[config.mk]
export PLATFORM = sky130hd
export DESIGN_NAME = touch_sample_filter_and_press_fsm
export DESIGN_NICKNAME = d
export VERILOG_FILES = /design/src/design/tsf_pkg.sv /design/src/design/tsf_front.sv /design/src/design/tsf_queue.sv /design/src/design/tsf_back.sv /design/src/design/touch_sample_filter_and_press_fsm.sv
export SDC_FILE = /design/constraint.sdc
export NUM_CORES = 2
export LEC_CHECK = 0
export ABC_AREA = 0
export BUFFER_PORTS_ARGS = -buffer_cell sky130_fd_sc_hd__clkbuf_2
export CAP_MARGIN = 20
export CORE_ASPECT_RATIO = 0.75
export CORE_MARGIN = 1.5
export CORE_UTILIZATION = 27
export DETAILED_ROUTE_END_ITERATION = 10
export PLACE_DENSITY = 0.53
export RECOVER_POWER = 100
export SETUP_SLACK_MARGIN = 0.3
export SYNTH_ARGS = -nofsm -noshare
export SYNTH_HDL_FRONTEND = slang
export SYNTH_SLANG_ARGS = --single-unit
[constraint.sdc]
create_clock -name clk -period 11.95 [get_ports clk]
set_input_delay 0.5975 -clock clk [delete_from_list [all_inputs] [get_ports clk]]
set_output_delay 0.5975 -clock clk [all_outputs]
set_load 0.02 [all_outputs]
[src/design/tsf_pkg.sv]
// tsf_pkg: shared types, codes and constants of the touch sample filter
// used by the front end, the item queue, the back end and the top level
`default_nettype none

package tsf_pkg;

	localparam int WORD_W    = 16;
	localparam int RAW_W     = 13;
	localparam int DELTA_W   = RAW_W + 1;
	localparam int GAIN_W    = 16;
	localparam int TICK_W    = 8;
	localparam int POS_W     = 20;
	localparam int CFG_IDX_W = 3;
	localparam int CFG_W     = 16;

	localparam int TSF_QUEUE_DEPTH = 2;

	localparam logic [RAW_W-1:0] Z_LIMIT    = RAW_W'(4000);
	localparam logic [RAW_W:0]   Z_FULL     = (RAW_W+1)'(4095);
	localparam int               POS_OFFSET = 25;
	localparam int               GAIN_SHIFT = 9;

	localparam logic [RAW_W-1:0]  RST_X_ORIGIN     = '0;
	localparam logic [RAW_W-1:0]  RST_Y_ORIGIN     = '0;
	localparam logic [GAIN_W-1:0] RST_X_GAIN       = GAIN_W'(512);
	localparam logic [GAIN_W-1:0] RST_Y_GAIN       = GAIN_W'(512);
	localparam logic [RAW_W-1:0]  RST_PRESSURE_MIN = RAW_W'(400);
	localparam logic [TICK_W-1:0] RST_CAPTURE      = TICK_W'(10);
	localparam logic [TICK_W-1:0] RST_HOLDOFF      = TICK_W'(5);

	localparam logic OP_PEN  = 1'b0;
	localparam logic OP_TICK = 1'b1;

	localparam logic KIND_PRESS = 1'b0;
	localparam logic KIND_REARM = 1'b1;

	typedef enum logic [CFG_IDX_W-1:0] {
		CFG_X_ORIGIN     = 3'd0,
		CFG_Y_ORIGIN     = 3'd1,
		CFG_X_GAIN       = 3'd2,
		CFG_Y_GAIN       = 3'd3,
		CFG_PRESSURE_MIN = 3'd4,
		CFG_CAPTURE      = 3'd5,
		CFG_HOLDOFF      = 3'd6
	} cfg_idx_t;

	typedef enum logic [2:0] {
		MODE_IDLE = 3'b001,
		MODE_CAPT = 3'b010,
		MODE_HOLD = 3'b100
	} mode_t;

	// classified frame as it travels from front to back
	typedef struct packed {
		logic                      op;
		logic                      pvalid;
		logic signed [DELTA_W-1:0] dx;
		logic signed [DELTA_W-1:0] dy;
	} tsf_item_t;

endpackage

`default_nettype wire

[src/design/tsf_front.sv]
// tsf_front: pressure check and middle-two mean of each axis for one beat
// depends on tsf_pkg; feeds tsf_queue
`default_nettype none

module tsf_front (
	input  wire logic                       op,
	input  wire logic [tsf_pkg::WORD_W-1:0] z1_word,
	input  wire logic [tsf_pkg::WORD_W-1:0] z2_word,
	input  wire logic [tsf_pkg::WORD_W-1:0] a_word0,
	input  wire logic [tsf_pkg::WORD_W-1:0] a_word1,
	input  wire logic [tsf_pkg::WORD_W-1:0] a_word2,
	input  wire logic [tsf_pkg::WORD_W-1:0] a_word3,
	input  wire logic [tsf_pkg::WORD_W-1:0] b_word0,
	input  wire logic [tsf_pkg::WORD_W-1:0] b_word1,
	input  wire logic [tsf_pkg::WORD_W-1:0] b_word2,
	input  wire logic [tsf_pkg::WORD_W-1:0] b_word3,
	input  wire logic [tsf_pkg::RAW_W-1:0]  x_origin,
	input  wire logic [tsf_pkg::RAW_W-1:0]  y_origin,
	input  wire logic [tsf_pkg::RAW_W-1:0]  pressure_min,
	output tsf_pkg::tsf_item_t              item
);
	import tsf_pkg::*;

	function automatic logic [RAW_W-1:0] mid_mean(
		input logic [RAW_W-1:0] r0,
		input logic [RAW_W-1:0] r1,
		input logic [RAW_W-1:0] r2,
		input logic [RAW_W-1:0] r3
	);
		logic [RAW_W+1:0] sum;
		logic [RAW_W-1:0] lo01, lo23, hi01, hi23, lo, hi;
		logic [RAW_W+1:0] mid;
		sum  = (RAW_W+2)'(r0) + (RAW_W+2)'(r1) + (RAW_W+2)'(r2) + (RAW_W+2)'(r3);
		lo01 = (r0 < r1) ? r0 : r1;
		hi01 = (r0 < r1) ? r1 : r0;
		lo23 = (r2 < r3) ? r2 : r3;
		hi23 = (r2 < r3) ? r3 : r2;
		lo   = (lo01 < lo23) ? lo01 : lo23;
		hi   = (hi01 < hi23) ? hi23 : hi01;
		mid  = sum - (RAW_W+2)'(lo) - (RAW_W+2)'(hi);
		return mid[RAW_W:1];
	endfunction

	logic [RAW_W-1:0] z1, z2, rx, ry;
	logic [RAW_W:0]   zsum;

	assign z1   = z1_word[WORD_W-1:3];
	assign z2   = z2_word[WORD_W-1:3];
	// both readings within limit keeps the sum positive, so no clamp is needed
	assign zsum = {1'b0, z1} + Z_FULL - {1'b0, z2};

	assign ry = mid_mean(a_word0[WORD_W-1:3], a_word1[WORD_W-1:3],
		a_word2[WORD_W-1:3], a_word3[WORD_W-1:3]);
	assign rx = mid_mean(b_word0[WORD_W-1:3], b_word1[WORD_W-1:3],
		b_word2[WORD_W-1:3], b_word3[WORD_W-1:3]);

	always_comb begin
		item.op     = op;
		item.pvalid = (z1 <= Z_LIMIT) && (z2 <= Z_LIMIT) && (zsum >= {1'b0, pressure_min});
		item.dx     = $signed({1'b0, rx}) - $signed({1'b0, x_origin});
		item.dy     = $signed({1'b0, ry}) - $signed({1'b0, y_origin});
	end

endmodule

`default_nettype wire

[src/design/tsf_queue.sv]
// tsf_queue: short first-in first-out queue of classified beats
// depends on tsf_pkg; sits between tsf_front and tsf_back
`default_nettype none

module tsf_queue #(
	parameter int DEPTH = tsf_pkg::TSF_QUEUE_DEPTH
) (
	input  wire logic               clk,
	input  wire logic               arst_n,
	input  wire logic               push_valid,
	output logic                    push_ready,
	input  wire tsf_pkg::tsf_item_t push_item,
	output logic                    pop_valid,
	input  wire logic               pop_ready,
	output tsf_pkg::tsf_item_t      pop_item
);
	import tsf_pkg::*;

	localparam int PTR_W = (DEPTH > 1) ? $clog2(DEPTH) : 1;
	localparam int CNT_W = $clog2(DEPTH + 1);

	tsf_item_t        mem_q [DEPTH];
	logic [PTR_W-1:0] wr_ptr_q, rd_ptr_q;
	logic [CNT_W-1:0] count_q;
	logic             push_fire, pop_fire;

	assign push_ready = (count_q != CNT_W'(DEPTH));
	assign pop_valid  = (count_q != '0);
	assign push_fire  = push_valid && push_ready;
	assign pop_fire   = pop_valid && pop_ready;
	assign pop_item   = mem_q[rd_ptr_q];

	always_ff @(posedge clk) begin
		if (push_fire) begin
			mem_q[wr_ptr_q] <= push_item;
		end
	end

	always_ff @(posedge clk or negedge arst_n) begin
		if (!arst_n) begin
			wr_ptr_q <= '0;
			rd_ptr_q <= '0;
			count_q  <= '0;
		end else begin
			if (push_fire) begin
				wr_ptr_q <= (wr_ptr_q == PTR_W'(DEPTH - 1)) ? '0 : wr_ptr_q + 1'b1;
			end
			if (pop_fire) begin
				rd_ptr_q <= (rd_ptr_q == PTR_W'(DEPTH - 1)) ? '0 : rd_ptr_q + 1'b1;
			end
			case ({push_fire, pop_fire})
				2'b10: count_q <= count_q + 1'b1;
				2'b01: count_q <= count_q - 1'b1;
				default: count_q <= count_q;
			endcase
		end
	end

	a_count_bound: assert property (@(posedge clk) disable iff (!arst_n)
		count_q <= CNT_W'(DEPTH))
		else $error("queue fill beyond depth");

	a_push_grows: assert property (@(posedge clk) disable iff (!arst_n)
		push_fire && !pop_fire |=> count_q == $past(count_q) + 1'b1)
		else $error("push without pop did not grow the queue");

endmodule

`default_nettype wire

[src/design/tsf_back.sv]
// tsf_back: press state machine, coordinate scaling and result register
// depends on tsf_pkg; takes beats from tsf_queue
`default_nettype none

module tsf_back (
	input  wire logic                       clk,
	input  wire logic                       arst_n,
	input  wire logic                       item_valid,
	output logic                            item_ready,
	input  wire tsf_pkg::tsf_item_t         item,
	input  wire logic [tsf_pkg::GAIN_W-1:0] x_gain,
	input  wire logic [tsf_pkg::GAIN_W-1:0] y_gain,
	input  wire logic [tsf_pkg::TICK_W-1:0] capture_ticks,
	input  wire logic [tsf_pkg::TICK_W-1:0] holdoff_ticks,
	output logic                            out_valid,
	input  wire logic                       out_ready,
	output logic                            kind,
	output logic [tsf_pkg::POS_W-1:0]       x_pos,
	output logic [tsf_pkg::POS_W-1:0]       y_pos
);
	import tsf_pkg::*;

	localparam int PROD_W  = DELTA_W + GAIN_W + 1;
	localparam int QUOT_W  = PROD_W - GAIN_SHIFT;
	localparam int SCALE_W = QUOT_W + 1;

	mode_t               mode_q, mode_d;
	logic [TICK_W-1:0]   cnt_q, cnt_d, cnt_inc;
	logic                take;
	logic                res_v, res_kind;
	logic [POS_W-1:0]    res_x, res_y;
	logic signed [PROD_W-1:0]  px, py;
	logic [SCALE_W-1:0]  sx, sy;
	logic                out_valid_q, kind_q;
	logic [POS_W-1:0]    x_pos_q, y_pos_q;

	assign item_ready = !out_valid_q || out_ready;
	assign take       = item_valid && item_ready;

	// floor shift by the gain point, then the screen offset
	assign px = item.dx * $signed({1'b0, x_gain});
	assign py = item.dy * $signed({1'b0, y_gain});
	assign sx = {px[PROD_W-1], px[PROD_W-1:GAIN_SHIFT]} + SCALE_W'(POS_OFFSET);
	assign sy = {py[PROD_W-1], py[PROD_W-1:GAIN_SHIFT]} + SCALE_W'(POS_OFFSET);

	assign cnt_inc = (cnt_q == {TICK_W{1'b1}}) ? cnt_q : cnt_q + 1'b1;

	always_comb begin
		mode_d   = mode_q;
		cnt_d    = cnt_q;
		res_v    = 1'b0;
		res_kind = KIND_REARM;
		res_x    = '0;
		res_y    = '0;
		unique case (mode_q)
			MODE_CAPT: begin
				if (item.op == OP_TICK) begin
					if (!item.pvalid) begin
						mode_d = MODE_IDLE;
						res_v  = 1'b1;
					end else begin
						cnt_d = cnt_inc;
						if (cnt_inc > capture_ticks && !sx[SCALE_W-1] && !sy[SCALE_W-1]) begin
							mode_d   = MODE_HOLD;
							cnt_d    = holdoff_ticks;
							res_v    = 1'b1;
							res_kind = KIND_PRESS;
							res_x    = sx[POS_W-1:0];
							res_y    = sy[POS_W-1:0];
						end
					end
				end
			end
			MODE_HOLD: begin
				if (item.op == OP_TICK) begin
					if (cnt_q <= TICK_W'(1)) begin
						cnt_d  = '0;
						mode_d = MODE_IDLE;
						res_v  = 1'b1;
					end else begin
						cnt_d = cnt_q - 1'b1;
					end
				end
			end
			default: begin
				if (item.op == OP_PEN) begin
					mode_d = MODE_CAPT;
					cnt_d  = '0;
				end
			end
		endcase
	end

	always_ff @(posedge clk or negedge arst_n) begin
		if (!arst_n) begin
			mode_q      <= MODE_IDLE;
			cnt_q       <= '0;
			out_valid_q <= 1'b0;
		end else begin
			if (take) begin
				mode_q <= mode_d;
				cnt_q  <= cnt_d;
			end
			if (take && res_v) begin
				out_valid_q <= 1'b1;
			end else if (out_ready) begin
				out_valid_q <= 1'b0;
			end
		end
	end

	always_ff @(posedge clk) begin
		if (take && res_v) begin
			kind_q  <= res_kind;
			x_pos_q <= res_x;
			y_pos_q <= res_y;
		end
	end

	assign out_valid = out_valid_q;
	assign kind      = kind_q;
	assign x_pos     = x_pos_q;
	assign y_pos     = y_pos_q;

	a_press_holds: assert property (@(posedge clk) disable iff (!arst_n)
		take && res_v && res_kind == KIND_PRESS |=>
		mode_q == MODE_HOLD && cnt_q == $past(holdoff_ticks))
		else $error("press report did not enter holdoff");

	a_rearm_zero: assert property (@(posedge clk) disable iff (!arst_n)
		out_valid_q && kind_q == KIND_REARM |-> x_pos_q == '0 && y_pos_q == '0)
		else $error("re-arm beat carries coordinates");

	a_holdoff_count: assert property (@(posedge clk) disable iff (!arst_n)
		take && mode_q == MODE_HOLD && item.op == OP_TICK && cnt_q > TICK_W'(1) |=>
		cnt_q == $past(cnt_q) - 1'b1 && mode_q == MODE_HOLD)
		else $error("holdoff countdown slipped");

endmodule

`default_nettype wire

[src/design/touch_sample_filter_and_press_fsm.sv]
// Touch sample filter and press detector, one item per clock cycle. A beat is taken whenever
// the two-entry queue between the front end and the back end has room; the front end checks
// pressure and averages the middle two readings of each axis in the cycle of acceptance, the
// back end runs the press state machine and the two coordinate multipliers one queued beat a
// cycle while its output register is free or being drained. A result is registered once the back
// end takes its beat from the queue; the gain multiply and offset add set the longest path.
// Configuration is a plain write port, to be used only while no beat is in flight.
// depends on tsf_pkg, tsf_front, tsf_queue, tsf_back
`default_nettype none

module touch_sample_filter_and_press_fsm #(
	parameter int QUEUE_DEPTH = tsf_pkg::TSF_QUEUE_DEPTH
) (
	input  wire logic                          clk,
	input  wire logic                          arst_n,
	input  wire logic                          in_valid,
	output logic                               in_ready,
	input  wire logic                          op,
	input  wire logic [tsf_pkg::WORD_W-1:0]    z1_word,
	input  wire logic [tsf_pkg::WORD_W-1:0]    z2_word,
	input  wire logic [tsf_pkg::WORD_W-1:0]    a_word0,
	input  wire logic [tsf_pkg::WORD_W-1:0]    a_word1,
	input  wire logic [tsf_pkg::WORD_W-1:0]    a_word2,
	input  wire logic [tsf_pkg::WORD_W-1:0]    a_word3,
	input  wire logic [tsf_pkg::WORD_W-1:0]    b_word0,
	input  wire logic [tsf_pkg::WORD_W-1:0]    b_word1,
	input  wire logic [tsf_pkg::WORD_W-1:0]    b_word2,
	input  wire logic [tsf_pkg::WORD_W-1:0]    b_word3,
	output logic                               out_valid,
	input  wire logic                          out_ready,
	output logic                               kind,
	output logic [tsf_pkg::POS_W-1:0]          x_pos,
	output logic [tsf_pkg::POS_W-1:0]          y_pos,
	input  wire logic                          cfg_we,
	input  wire logic [tsf_pkg::CFG_IDX_W-1:0] cfg_idx,
	input  wire logic [tsf_pkg::CFG_W-1:0]     cfg_data
);
	import tsf_pkg::*;

	logic [RAW_W-1:0]  x_origin_q, y_origin_q, pressure_min_q;
	logic [GAIN_W-1:0] x_gain_q, y_gain_q;
	logic [TICK_W-1:0] capture_q, holdoff_q;
	tsf_item_t         front_item, back_item;
	logic              back_valid, back_ready;

	always_ff @(posedge clk or negedge arst_n) begin
		if (!arst_n) begin
			x_origin_q     <= RST_X_ORIGIN;
			y_origin_q     <= RST_Y_ORIGIN;
			x_gain_q       <= RST_X_GAIN;
			y_gain_q       <= RST_Y_GAIN;
			pressure_min_q <= RST_PRESSURE_MIN;
			capture_q      <= RST_CAPTURE;
			holdoff_q      <= RST_HOLDOFF;
		end else if (cfg_we) begin
			unique case (cfg_idx)
				CFG_X_ORIGIN:     x_origin_q     <= cfg_data[RAW_W-1:0];
				CFG_Y_ORIGIN:     y_origin_q     <= cfg_data[RAW_W-1:0];
				CFG_X_GAIN:       x_gain_q       <= cfg_data[GAIN_W-1:0];
				CFG_Y_GAIN:       y_gain_q       <= cfg_data[GAIN_W-1:0];
				CFG_PRESSURE_MIN: pressure_min_q <= cfg_data[RAW_W-1:0];
				CFG_CAPTURE:      capture_q      <= cfg_data[TICK_W-1:0];
				CFG_HOLDOFF:      holdoff_q      <= cfg_data[TICK_W-1:0];
				default: ;
			endcase
		end
	end

	tsf_front u_front (
		.op           (op),
		.z1_word      (z1_word),
		.z2_word      (z2_word),
		.a_word0      (a_word0),
		.a_word1      (a_word1),
		.a_word2      (a_word2),
		.a_word3      (a_word3),
		.b_word0      (b_word0),
		.b_word1      (b_word1),
		.b_word2      (b_word2),
		.b_word3      (b_word3),
		.x_origin     (x_origin_q),
		.y_origin     (y_origin_q),
		.pressure_min (pressure_min_q),
		.item         (front_item)
	);

	tsf_queue #(
		.DEPTH (QUEUE_DEPTH)
	) u_queue (
		.clk        (clk),
		.arst_n     (arst_n),
		.push_valid (in_valid),
		.push_ready (in_ready),
		.push_item  (front_item),
		.pop_valid  (back_valid),
		.pop_ready  (back_ready),
		.pop_item   (back_item)
	);

	tsf_back u_back (
		.clk           (clk),
		.arst_n        (arst_n),
		.item_valid    (back_valid),
		.item_ready    (back_ready),
		.item          (back_item),
		.x_gain        (x_gain_q),
		.y_gain        (y_gain_q),
		.capture_ticks (capture_q),
		.holdoff_ticks (holdoff_q),
		.out_valid     (out_valid),
		.out_ready     (out_ready),
		.kind          (kind),
		.x_pos         (x_pos),
		.y_pos         (y_pos)
	);

endmodule

`default_nettype wire

==> Flow_metrics.wiki <==
{| class="wikitable"
! Metric !! Value
|-
| Outcome || finished with violations
|-
| Violations in the final reports || capacitance limit, slew limit
|-
| Worst endpoint data arrival time || 10.84 ns
|-
| Worst Hold End || u_queue.mem_q[1][29]
|-
| Async SR Flop Fraction || 0.505
|-
| Die Height || 312 um
|-
| Worst min-delay path startpoint || op
|-
| Register-to-register setup slack || 1.31 ns
|-
| Antenna viol nets, final || 0
|-
| Number of pins with negative max-slew slack in the final report || 168
|-
| Unique cell type count in the Yosys netlist || 90
|-
| Post-CTS Setup Repair Bufs || 0
|-
| Hold-fix buffer count after cts || 0
|-
| Post-layout minimum cycle time || 10.64 ns
|-
| Hold Crit Depth || 1
|-
| Post-synthesis sequential element count || 204
|-
| CTS Root Cell || clkbuf_16
|-
| Number of core rows || 112
|-
| Number of levels in the clock H-tree || 1
|-
| HPWL reported at the end of detailed placement || 75900 um
|-
| Via count of the first global-routing pass || 25500
|-
| Clock Latency Late Sink || 0.58 ns
|-
| DR WL/cell || 16.9 um
|-
| Reg-to-Reg End || u_back.x_pos[5]
|-
| Setup Total Neg Slack || 0 ns
|-
| Reg-to-reg critical path startpoint || u_queue.rd_ptr_q
|-
| Mean cell area of the mapped netlist || 9.17 sq um
|-
| Syn nets || 4776
|-
| Overall fraction of global-route tracks in use || 0.145
|-
| Total Nets Final || 4901
|-
| Total of max-cap violations || 4
|-
| Clock tree buffer depth || 3
|-
| Post-CTS Resized || 0
|-
| Total routed wirelength || 93700 um
|-
| Wire length of the first global-routing pass || 148000 um
|-
| Setup repair after global routing missed its margin || no
|-
| Number of iterations in the first detailed-routing pass || 5
|-
| Top-Level Pins || 228
|-
| Kind of capture point of the worst setup path || flip-flop
|-
| Setup slack at placement || 1.67 ns
|-
| Warning count from the yosys run || 0
|-
| First-iteration detailed-routing DRC count || 1618
|-
| Sequential element share of the synthesized area || 0.164
|-
| Period Utilization, post-route || 0.890
|-
| Final-report hold violation count || 0
|-
| R2r worst-path depth || 26
|-
| Worst-path clk slew || 0.06 ns
|-
| Area added between synthesis and finish || 10.1%
|-
| Worst setup path startpoint || u_queue.rd_ptr_q
|-
| Final worst slack || 1.31 ns
|-
| GPL Wtd Cong || 0.858
|-
| Pin count of the biggest net entering global routing || 61
|-
| Largest driver fanout on the critical path || 41
|-
| Prevailing post-synth register cell || edfxtp_1
|-
| Die X-Extent || 414 um
|-
| Portion of synthesized cell area occupied by the leading cell type || 0.254
|-
| Gate Count Post-Synth || 3738
|-
| TritonCTS buffer count || 25
|-
| Number of DRC violations after detailed routing || 0
|-
| Slew at the pin with the worst max-slew slack || 3.34 ns
|-
| Highest clock rate || 94.0 MHz
|-
| Most used standard cell by instance count after synthesis || inv_1
|-
| WP data required || 12.15 ns
|-
| TritonCTS clock tree || done
|-
| Core area || 125000 sq um
|-
| Worst rel slew slack || -1.23
|-
| Die Footprint || 129000 sq um
|-
| Global-route congestion overflow total || 0
|-
| Hold WC Path Type || input port to flip-flop
|-
| Top cell type by total area after synthesis || fa_1
|-
| Count of flip-flops with a built-in enable after synthesis || 101
|-
| Synth top area cells || fa_1, ha_1, edfxtp_1
|-
| Worst hold-check slack || 0.215 ns
|-
| Number of antenna violations at the first check in global routing || 9
|-
| # port buffers || 197
|-
| Layout cells sized above 1 || 0.0963
|-
| Via count || 25300
|-
| Post-synth design cell area || 34300 sq um
|-
| Number of vias per cell after detailed routing || 4.56
|-
| Number of sinks driven by the clock tree || 204
|-
| Worst setup path category || flip-flop to flip-flop
|-
| Type of element launching the critical path || flip-flop
|-
| Final setup skew || 0.0195 ns
|-
| Ranking of synthesized cells by instance count || inv_1, fa_1, ha_1
|-
| Setup violation total in the final timing report || 0
|-
| Starting density of the core || 0.274
|}
-- cell usage in the layout (no fill, tap or decap), types with 15 or more instances in the layout --
cell type	instances
a21o_1	59
a21oi_1	161
and2_1	158
buf_4	19
clkbuf_1	63
clkbuf_16	25
clkbuf_2	148
dfrtp_1	93
edfxtp_1	101
fa_1	435
ha_1	418
inv_1	729
mux2_2	95
mux2i_1	78
nand2_1	336
nand2b_1	34
nand3_1	30
nand4_1	34
nor2_1	160
nor2b_1	70
nor3_1	41
nor3b_1	19
o21a_1	15
o21ai_0	146
o21bai_1	19
or2_2	22
xnor2_1	89
xor2_1	54
-- per-stage QoR --
step                std cells  instance area (sq um)   util
detailed placement       5486                  37000  0.296
finish                   5536                  37700  0.301
CTS                      5532                  37900  0.303
global route             5535                  37700  0.301
floorplan                3738                  34300      -
global placement         5486                  37000  0.296
-- logic make-up after synthesis --
kind of cell               count (synthesis)  share of synthesized area
buffers and inverters                    858                     0.0954
DFF                                      204                      0.164
adders and majority gates                853                      0.407
AOI/OAI and AO/OA                        522                     0.0963
and+or+nand+nor                          979                      0.144
xor gates and xnor gates                 145                     0.0375
muxes                                    177                     0.0555
-- flip-flops by register name, summed over array words and instances (netlist names) --
name / count
u_back.out_valid: 1
u_back.mode_q: 3
u_queue.wr_ptr_q: 1
holdoff_q: 8
u_queue.rd_ptr_q: 1
y_origin_q: 13
x_gain_q: 16
x_origin_q: 13
u_back.kind: 1
u_back.x_pos: 20
u_back.cnt_q: 8
u_queue.mem_q: 60
u_back.y_pos: 20
pressure_min_q: 13
u_queue.count_q: 2
y_gain_q: 16
capture_q: 8
-- per-layer routing --
layer | share of wire | track usage | up-vias
met5 | 0 | 0 | -
met4 | 0.0098 | 0.0150 | 0
met3 | 0.060 | 0.0244 | 57
met2 | 0.39 | 0.204 | 615
met1 | 0.54 | 0.234 | 12300
li1 | - | - | 12300
-- cell type report --
cell class	instances	area (sq um)
clock buffer	31	658
antenna	1	2.50
tap	1653	2070
multi-input combinational	2676	25400
inverter	729	2740
timing repair buffer	227	1120
sequential	204	5620
clock inverter	15	161
fill	13200	87400
-- worst max path at each step --
stage	to	cells past startpoint
2_1_floorplan	u_back.kind	29
3_3_place_gp	u_back.x_pos[16]	26
3_5_place_dp	u_queue.mem_q[0][11]	41
4_1_cts	u_back.x_pos[5]	26
5_1_grt	u_back.x_pos[1]	26
6_report	u_back.x_pos[5]	26
-- worst max-delay path, stage by stage (launching register included) --
cell and delay (ns):
dfrtp_1 0.79, buf_4 0.46, mux2_1 0.65, and2_0 0.31
fa_1 0.54, inv_1 0.06, fa_1 0.49, inv_1 0.06
fa_1 0.48, fa_1 0.50, fa_1 0.51, inv_1 0.06
fa_1 0.51, inv_1 0.05, ha_1 0.42, a21oi_1 0.24
o21ai_0 0.25, a311o_1 0.51, a221o_1 0.32, a311oi_1 0.55
nand3_1 0.12, and4bb_1 0.38, nand4bb_1 0.43, nand2_1 0.53
a21oi_1 0.21, nor3_2 0.23, buf_4 0.52
Power is left out: the tool's default activity adds up to more than one toggle a clock period on the data nets, which glitch-free logic cannot reach.
